### src/sv/next_fit_segment_allocator_assert.svh
// Assertion macros for the segment allocator
`ifndef NEXT_FIT_SEGMENT_ALLOCATOR_ASSERT_SVH
`define NEXT_FIT_SEGMENT_ALLOCATOR_ASSERT_SVH

// a holds in a cycle -> b holds in the same cycle
`define NFSA_ASSERT_IMP(lbl, a, b) \
  lbl: assert property (@(posedge clk) disable iff (rst) (a) |-> (b)) \
    else $error("nfsa check failed");

// a holds in a cycle -> b holds in the next cycle
`define NFSA_ASSERT_NXT(lbl, a, b) \
  lbl: assert property (@(posedge clk) disable iff (rst) (a) |=> (b)) \
    else $error("nfsa check failed");

`endif

### src/sv/nfsa_pkg.sv
package nfsa_pkg;

  localparam int ARENA_BYTES  = 1048576;
  localparam int MAX_SEGMENTS = 64;
  localparam int IDX_W        = $clog2(MAX_SEGMENTS);
  localparam int CNT_W        = IDX_W + 1;
  localparam int START_W      = 20;
  localparam int SIZE_W       = 21;
  localparam int HDR_W        = 8;

  localparam logic [CNT_W-1:0]  SEGS_C     = CNT_W'(MAX_SEGMENTS);
  localparam logic [SIZE_W-1:0] ARENA_SIZE = SIZE_W'(ARENA_BYTES);
  localparam logic [HDR_W-1:0]  RESET_HDR  = 8'd32;
  localparam logic [SIZE_W-1:0] RESET_SIZE = SIZE_W'(ARENA_BYTES - 32);
  localparam logic [SIZE_W-1:0] SIZE_MAX   = {SIZE_W{1'b1}};

  localparam logic [1:0] CMD_ALLOC = 2'd0;
  localparam logic [1:0] CMD_FREE  = 2'd1;
  localparam logic [1:0] CMD_INIT  = 2'd2;

  localparam logic [1:0] STAT_OK     = 2'd0;
  localparam logic [1:0] STAT_NOFIT  = 2'd1;
  localparam logic [1:0] STAT_BADOFF = 2'd2;

  typedef enum logic [2:0] {
    CELL_HOLD,
    CELL_INIT,
    CELL_SHR,
    CELL_SHL,
    CELL_WRITE
  } cell_op_t;

  typedef struct packed {
    logic [START_W-1:0] start;
    logic [SIZE_W-1:0]  size;
    logic               free;
  } seg_t;

  typedef struct packed {
    cell_op_t           op;
    logic [IDX_W-1:0]   k;
    seg_t               wr;
    logic [SIZE_W-1:0]  init_size;
    logic [SIZE_W:0]    req_h;
    logic [START_W-1:0] off;
    logic [HDR_W-1:0]   hdr;
  } cell_ctl_t;

endpackage

### src/sv/nfsa_cell.sv
module nfsa_cell (
  input  logic                        clk,
  input  logic                        rst,
  input  logic [nfsa_pkg::IDX_W-1:0]  pos,
  input  nfsa_pkg::cell_ctl_t         ctl,
  input  nfsa_pkg::seg_t              left,
  input  nfsa_pkg::seg_t              right,
  output nfsa_pkg::seg_t              seg,
  output logic                        fit,
  output logic                        hit
);

  always_ff @(posedge clk) begin
    if (rst) begin
      seg.start <= '0;
      seg.size  <= nfsa_pkg::RESET_SIZE;
      seg.free  <= (pos == '0);
    end else begin
      unique case (ctl.op)
        nfsa_pkg::CELL_INIT: begin
          seg.start <= '0;
          seg.size  <= ctl.init_size;
          seg.free  <= (pos == '0);
        end
        nfsa_pkg::CELL_SHR: if (pos > ctl.k) seg <= left;
        nfsa_pkg::CELL_SHL: if (pos >= ctl.k) seg <= right;
        nfsa_pkg::CELL_WRITE: if (pos == ctl.k) seg <= ctl.wr;
        default: ;
      endcase
    end
  end

  assign fit = seg.free && ({1'b0, seg.size} >= ctl.req_h);
  assign hit = !seg.free && (({1'b0, seg.start} + {13'b0, ctl.hdr}) == {1'b0, ctl.off});

endmodule

### config.mk
export PLATFORM = sky130hd
export DESIGN_NAME = nfsa_cell
export DESIGN_NICKNAME = d
export VERILOG_FILES = /design/src/sv/next_fit_segment_allocator_assert.svh /design/src/sv/nfsa_pkg.sv /design/src/sv/nfsa_cell.sv
export SDC_FILE = /design/constraint.sdc
export NUM_CORES = 1
export LEC_CHECK = 0
export BUFFER_PORTS_ARGS = -buffer_cell sky130_fd_sc_hd__buf_2
export CAP_MARGIN = 20
export CORE_MARGIN = 2
export CORE_UTILIZATION = 40
export CTS_CLUSTER_SIZE = 30
export DETAILED_ROUTE_END_ITERATION = 8
export GPL_ROUTABILITY_DRIVEN = 0
export PLACE_DENSITY = 0.8
export SLEW_MARGIN = 15
export SYNTH_ARGS = -nofsm -noshare
export SYNTH_HDL_FRONTEND = slang
export SYNTH_SLANG_ARGS = --single-unit
### constraint.sdc
create_clock -name clk -period 6.2 [get_ports clk]
set_clock_uncertainty 0.1 [all_clocks]
set_input_delay 1.24 -clock clk [delete_from_list [all_inputs] [get_ports clk]]
set_output_delay 1.24 -clock clk [all_outputs]
set_load 0.02 [all_outputs]
[Yosys cells after proc, flatten, opt, wreduce, memory -nomap -nowiden]
Index checks and enable logic that the tools add are counted.
Operators by class
  add/subtract/negate cells: 1
  reductions and logical operators: 8
  equality and inequality tests: 12
  muxes and demuxes: 5
  $lt $le $gt $ge: 3
Operator list (number)
  $pmux 42 s4: 1
  $mux 42: 3
  $ge 21x22->1: 1
  $add 20x8->21: 1
  $eq 21x20->1: 1
  $ne 3x3->1 const B: 3
  $reduce_and 4->1: 2
  $eq 3x2->1 const B: 2
  $eq 6x6->1: 1
  $ge 6x6->1: 1
  $gt 6x6->1: 1
  $logic_not 6->1: 1
  $ne 2x2->1 const B: 3
  $reduce_bool 5->1: 1
  $reduce_bool 4->1: 1
  $eq 3x1->1 const B: 1
  $eq 3x3->1 const B: 1
  $logic_and 1x1->1: 2
  $logic_not 1->1: 1
  $mux 1: 1
Storage, ports and cells
  logic and storage cells: 32
  output and inout bits: 44
  flip-flop bits (word level): 42
  input bits: 214

[Logic depth before layout (Yosys ltp)]
Gate-level depths: netlist of the first run.
  depth after elaboration: 4
  depth in mapped cells: 11
  depth with buffers taken out: 9

[Worst setup path after synthesis of the first run]
OpenSTA, ideal clock, no wires.
  path kind: input to output
  start: input ctl[0] (netlist name)
  end: output hit
  data arrival time: 3.691 ns
  buffers on the path: 0
  setup slack: 1.169 ns
  stages on the path: 9
  data required time: 4.860 ns
  cell sequence: ha_1 > fa_1 > xor2_1 > or3_1 > a2111oi_1 > and3_1 > o2111ai_1 > or4_1 > a211oi_2
Between the ends
  cells in the longest elaborated chain, start to end: 3
RTL lines
  start, declared: RTL line nfsa_cell.sv:5  | input nfsa_pkg::cell_ctl_t ctl,
  $add 20x8->21: RTL line nfsa_cell.sv:34  | assign hit = !seg.free && (({1'b0, seg.start} + {13'b0, ctl.hdr}) == {1'b0, ctl.off});
  $eq 21x20->1: RTL line nfsa_cell.sv:34
  $logic_and 1x1->1: RTL line nfsa_cell.sv:34
  end, declared: RTL line nfsa_cell.sv:10  | output logic hit
No other way between the ends.

[Worst setup path after layout of the first run]
Ends and elaborated chain as after synthesis.

==> metrics.yaml, run 1 <==
drtIter0Drc: 449
slew_headroom_pct: 42.8
wirelength_um: 14500
core-area_um2: 10200
synth_flop_cell: "dfxtp_1"
reg2reg_to: "seg[36]"
slew_violations: 0
yosysUniqueCellTypes: 61
arrival_ps: 3940
internal_power_uw: 519
seqPwrFrac_pct: 38.3
r2r_slack_ps: 5270
setup_violations: 0
root_buffer: "clkbuf_8"
hold_end: "seg[1]"
largest_reg_flops: 42
rsz0062_at_grt: "false"
cts_setup_buffers: 0
die_height_um: 106
wl_per_cell_um: 15.7
status: "finished clean"
critPathKind: "in2out"
ios: 258
critPathMostFrequentCell: "buf_2"
worst_slew_pin_slew_ps: 859
critical_path.top_delay_family: "simple AND/OR/NAND/NOR gates"
synth.area.top_cells: "dfxtp_1 (20%), ha_1 (11%), nor2_1 (8.2%)"
gr-total-overflow: 0
place_area_um2: 5450
ys_async_sr_fraction_pct: 0
clock_path_buffers: 2
clkPwrFrac_pct: 22.5
worstHoldStart: "seg[1]"
diodes: 0
cts_resized: 0
synth_cells: 558
antenna_found_initial: 0
power.density_nw_per_um2: 144
ys_seq_area_share_pct: 20.6
cp_slowest_stage_delay_ps: 450
hp-class: "reg2reg"
grtUsageTotal_pct: 24.8
r2r_start: "seg[36]"
finalSetupTns_ps: 0
stdcell_area_um2: 5540
num-nets-final: 1037
first_pass_iters: 5
reg.largest.list: "seg (42)"
yosys_register_bits: 42
start_kind: "input pin"
crit_chain: "buf_2, ha_1, fa_1, xor2_1, or3_1, a2111oi_1, and3_1, o2111ai_1, or4_1, a211oi_2, buf_2"
clk_pin_slew_ps: 80
grt_pass1_vias: 4580
hpwl_um: 11800
ir_worst_vdd_uv: 81.4
die_width_um: 106
hold_depth: 2
hold_slack_ps: 451
drc: 0
cts_tree: "yes"
hold_viol: 0
syn_nets: 808
area_growth_pct: 34.4
drive_above_1_share_pct: 35.5
htree_levels: 2
cts_made_buffers: 5
cp_slowest_cell: "fa_1"
start_util_pct: 40.5
period_needed_ps: 5280
crit_fanout: 3
power_switching_uw: 279
vias_per_cell: 5.59
synth.largest_area_cell: "dfxtp_1"
fin_cells: 924
cp.required_ps: 4860
place_inst: 916
portBuffers: 257
largest-register: "seg"
timing.final.crit_share_pct: 85.2
pwr-share-comb_pct: 39.2
reg2regPathDepth: 2
synth_warnings: 0
die_area_um2: 11100
crit_path_end_kind: "output port"
vias: 5161
worstSkewPairLatency_ps: 280
cap_violations: 0
switching_share_pct: 35.0
syn-cell-area_um2: 4120
postSynthAreaPerCell_um2: 7.39
synth_edf_count: 1
ant_nets: 0
synth_top_area_share_pct: 19.9
path_buf_inv: 2
fmax_mhz: 189
p_leak_uw: 0.00274
cts.sinks: 42
fp-row-count: 37
grt_first_pass_wirelength_um: 22500
ctsHoldBuffers: 0
grt_max_degree: 58
[power by group through the flow]
| stage | Clock, µW | Sequential (µW) | Combinational, µW |
|---|---|---|---|
| floorplan | 0 | 321 | 172 |
| global placement | 0 | 311 | 306 |
| detailed placement | 0 | 311 | 310 |
| CTS | 183 | 305 | 312 |
| global route | 195 | 307 | 349 |
| finish | 180 | 305 | 313 |
[worst max-delay path by stage]
stage | from | depth (start not counted) | to
floorplan | ctl[0] | 9 | hit
global placement | ctl[0] | 11 | hit
detailed placement | ctl[0] | 11 | hit
CTS | ctl[0] | 11 | hit
global route | ctl[0] | 11 | hit
finish | ctl[0] | 11 | hit
[layout by cell type, fill, tap and decap left out, types with 6 or more instances in the layout]
master    Yosys  layout
xnor2_1      16      16
xor2_1        9       9
o21ai_1      18      18
clkbuf_8      0       6
nor2_1       90      89
inv_1        32      32
a211oi_1     17      17
a21oi_1      63      63
a221oi_1     38      38
ha_1         35      35
dfxtp_1      41      41
nand2_1       9       9
a21o_1       17      17
a22oi_1      20      20
buf_2         7     257
o21ai_0      11      11
nor2b_1      21      19
nand2b_1      6       6
nand4_1       6       6
[final cells by class]
type,count,area (µm²)
Fill cell,1056,4650
Multi-Input combinational cell,443,2980
Timing Repair Buffer,261,1320
Sequential cell,42,851
Tap cell,136,170
Inverter,34,128
Clock buffer,7,86.3
Clock inverter,1,5.00
[through the flow]
stage | utilization [%] | total power (µW) | setup slack (ps)
after global routing | 54.4 | 851 | 698
final | 54.4 | 798 | 919
after CTS | 54.4 | 800 | 919
after detailed placement | 53.5 | 622 | 930
after global placement | 53.4 | 617 | 951
after floorplan | - | 493 | 1170
[tightest hold or removal path: stages (launching register included)]
cell	delay, ps
dfxtp_1	340
a21oi_1	130
nor2_1	40
[synth_stat cells, types with 11 or more instances]
cell type,instances
o21ai_1,18
a22oi_1,20
nor2b_1,21
xnor2_1,16
dfxtp_1,41
a211oi_1,17
ha_1,35
a21oi_1,63
o21ai_0,11
a21o_1,17
inv_1,32
nor2_1,90
clkbuf_1,21
a221oi_1,38
[per-layer routing]
| layer | wire length, µm | part of all wire (%) | track usage (%) |
|---|---|---|---|
| met1 | 6640 | 46 | 35.5 |
| met3 | 984 | 6.8 | 2.04 |
| met2 | 6560 | 45 | 40.0 |
| met5 | 0 | 0 | 0 |
| met4 | 353 | 2.4 | 6.67 |
[kinds of logic after synthesis]
group	share of synthesized area, %
AO/OA/AOI/OAI	36.6
AND/OR/NAND/NOR	18.5
buffers and inverters	7.32
flip-flops	20.6
adder cells (fa/ha/maj)	11.1
XOR/XNOR	5.31
multiplexers	0.516
Note: power is estimated with default switching activity, not from simulation.
==> run 2: changes to the inputs <==
- CORE_MARGIN: 2 -> 5
==> run 2 against run 1 <==
  * Sequential power is essentially flat
  * First-iteration DRC count decreased by 13%
  * Critical path depth unchanged
  * Combinational power barely moved
  * Final area is essentially flat
  * Maximum frequency is essentially flat
  * Wire length increased by 6.0%
  * Hold slack got worse by 4.1 ps
  * Global-route usage decreased by 1.6 points
  * Clock power decreased by 9%
  * Via count down 2.2%
  * Non-clock buffer count up 1
  * Largest power group unchanged
==> metrics.yaml, run 2 (synthesis gave the netlist of run 1 again) <==
start_util_pct: 40.5  # unchanged
ctsHoldBuffers: 0  # unchanged
vias: 5047  # -2.2%
ir_worst_vdd_uv: 93.3  # +15%
clkPwrFrac_pct: 21.0  # -1.5 points
slew_violations: 0  # unchanged
die_height_um: 112  # +5.7%
arrival_ps: 3940  # about the same
gr-total-overflow: 0  # unchanged
fin_cells: 924  # unchanged
slew_headroom_pct: 39.0  # -3.8 points
gr-usage-met1_pct: 32.4  # -3.1 points
wirelength_um: 15400  # +6.0%
cts.sinks: 42  # unchanged
clock_path_buffers: 2  # unchanged
place_inst: 917  # +0.11%
hold_viol: 0  # unchanged
rsz0062_at_grt: "false"
largest-register: "seg"
wl_per_cell_um: 16.7  # +6.0%
fmax_mhz: 189  # about the same
fp-row-count: 37  # unchanged
cts_made_buffers: 5  # unchanged
hpwl_um: 12800  # +8.1%
mostFrequentLayoutCell: "buf_2"
start_kind: "input pin"
reg.largest.list: "seg (42)"
final_cell_mix: "buf_2 (257), nor2_1 (89), a21oi_1 (63)"
num-nets-final: 1038  # +0.096%
setup_violations: 0  # unchanged
core-area_um2: 10200  # unchanged
ios: 258  # unchanged
status: "finished clean"
multi_input_area_um2: 2980  # unchanged
grt_first_pass_wirelength_um: 24300  # +7.9%
first_pass_iters: 4  # -1
die_area_um2: 12400  # +12%
portBuffers: 257  # unchanged
worst_slew_pin_slew_ps: 915  # +56.5 ps
cts_setup_buffers: 0  # unchanged
htree_levels: 2  # unchanged
period_needed_ps: 5280  # -2.14 ps
globalRouteMet3Util_pct: 3.15  # +1.1 points
grt_use_met2_pct: 37.6  # -2.4 points
root_buffer: "clkbuf_8"
pwr-share-comb_pct: 40.2  # +1.0 points
die_width_um: 112  # +5.7%
crit_fanout: 3  # unchanged
grtUsageTotal_pct: 23.2  # -1.6 points
hp-class: "reg2reg"
drive_above_1_share_pct: 35.7  # +0.13 points
timing.final.crit_share_pct: 85.1  # about the same
place_area_um2: 5450  # +0.14%
power_switching_uw: 279  # about the same
largest_reg_flops: 42  # unchanged
power.density_nw_per_um2: 142  # -1.6%
cts_resized: 0  # unchanged
clk_pin_slew_ps: 80  # about the same
area_growth_pct: 34.3  # about the same
critPathKind: "in2out"
ff_latch_area_um2: 851  # unchanged
drc: 0  # unchanged
p_leak_uw: 0.00274  # about the same
grt_max_degree: 58  # unchanged
seqPwrFrac_pct: 38.8  # +0.5 points
vias_per_cell: 5.46  # -2.2%
finalSetupTns_ps: 0  # unchanged
grt_pass1_vias: 4867  # +6.3%
cts_tree: "yes"
worstSkewPairLatency_ps: 280  # about the same
switching_share_pct: 35.6  # +0.61 points
diodes: 0  # unchanged
cp.required_ps: 4860  # about the same
crit_path_end_kind: "output port"
cap_violations: 0  # unchanged
ant_nets: 0  # unchanged
fillers: 1039  # -1.6%
internal_power_uw: 505  # -2.6%
stdcell_area_um2: 5530  # about the same
antenna_found_initial: 0  # unchanged
drtIter0Drc: 392  # -13%
grt-busiest-layer: "met2"
r2r_slack_ps: 5280  # about the same
run 2: worst paths after layout:
| path | from | to | cells after the start |
|---|---|---|---|
| min reg2reg | seg[1] | seg[1] | 2 |
| min | seg[1] | seg[1] | 2 |
| max reg2reg | seg[33] | seg[33] | 2 |
| max | ctl[0] | hit | 11 |
run 2: critical path, stage by stage:
cell and delay [ps]:
buf_2 100, ha_1 230, fa_1 450, xor2_1 170, or3_1 370, a2111oi_1 260
and3_1 210, o2111ai_1 110, or4_1 430, a211oi_2 200, buf_2 190
run 2: power groups by stage:
stage,registers (µW),clock network [µW],logic (µW)
detailed placement,311,0,313
floorplan,321,0,172
global placement,311,0,308
CTS,305,167,314
global route,307,180,350
finish,305,164,315
run 2: final cells by class:
cell class	count	share of cell area [%]
multi-input cells	443	53.9
repair buffers	262	23.9
flip-flops and latches	42	15.4
well taps	136	3.07
inverters	34	2.31
clock buffers	5	1.24
clock inverters	2	0.181
run 2: metrics by stage:
| step | power [µW] | hold WS, ps | setup WS [ps] | util, % |
|---|---|---|---|---|
| detailed placement | 624 | 439 | 955 | 53.5 |
| global placement | 619 | 430 | 941 | 53.5 |
| finish | 785 | 446 | 921 | 54.3 |
| global route | 837 | 478 | 785 | 54.3 |
| CTS | 787 | 450 | 937 | 54.3 |
| floorplan | 493 | 492 | 1170 | - |
run 2: routing by layer:
layer  up-vias  share of wire, %
met4         0               2.2
met1      2288                45
li1       2535                 -
met3        25               6.4
met2       199                47
met5         -                 0
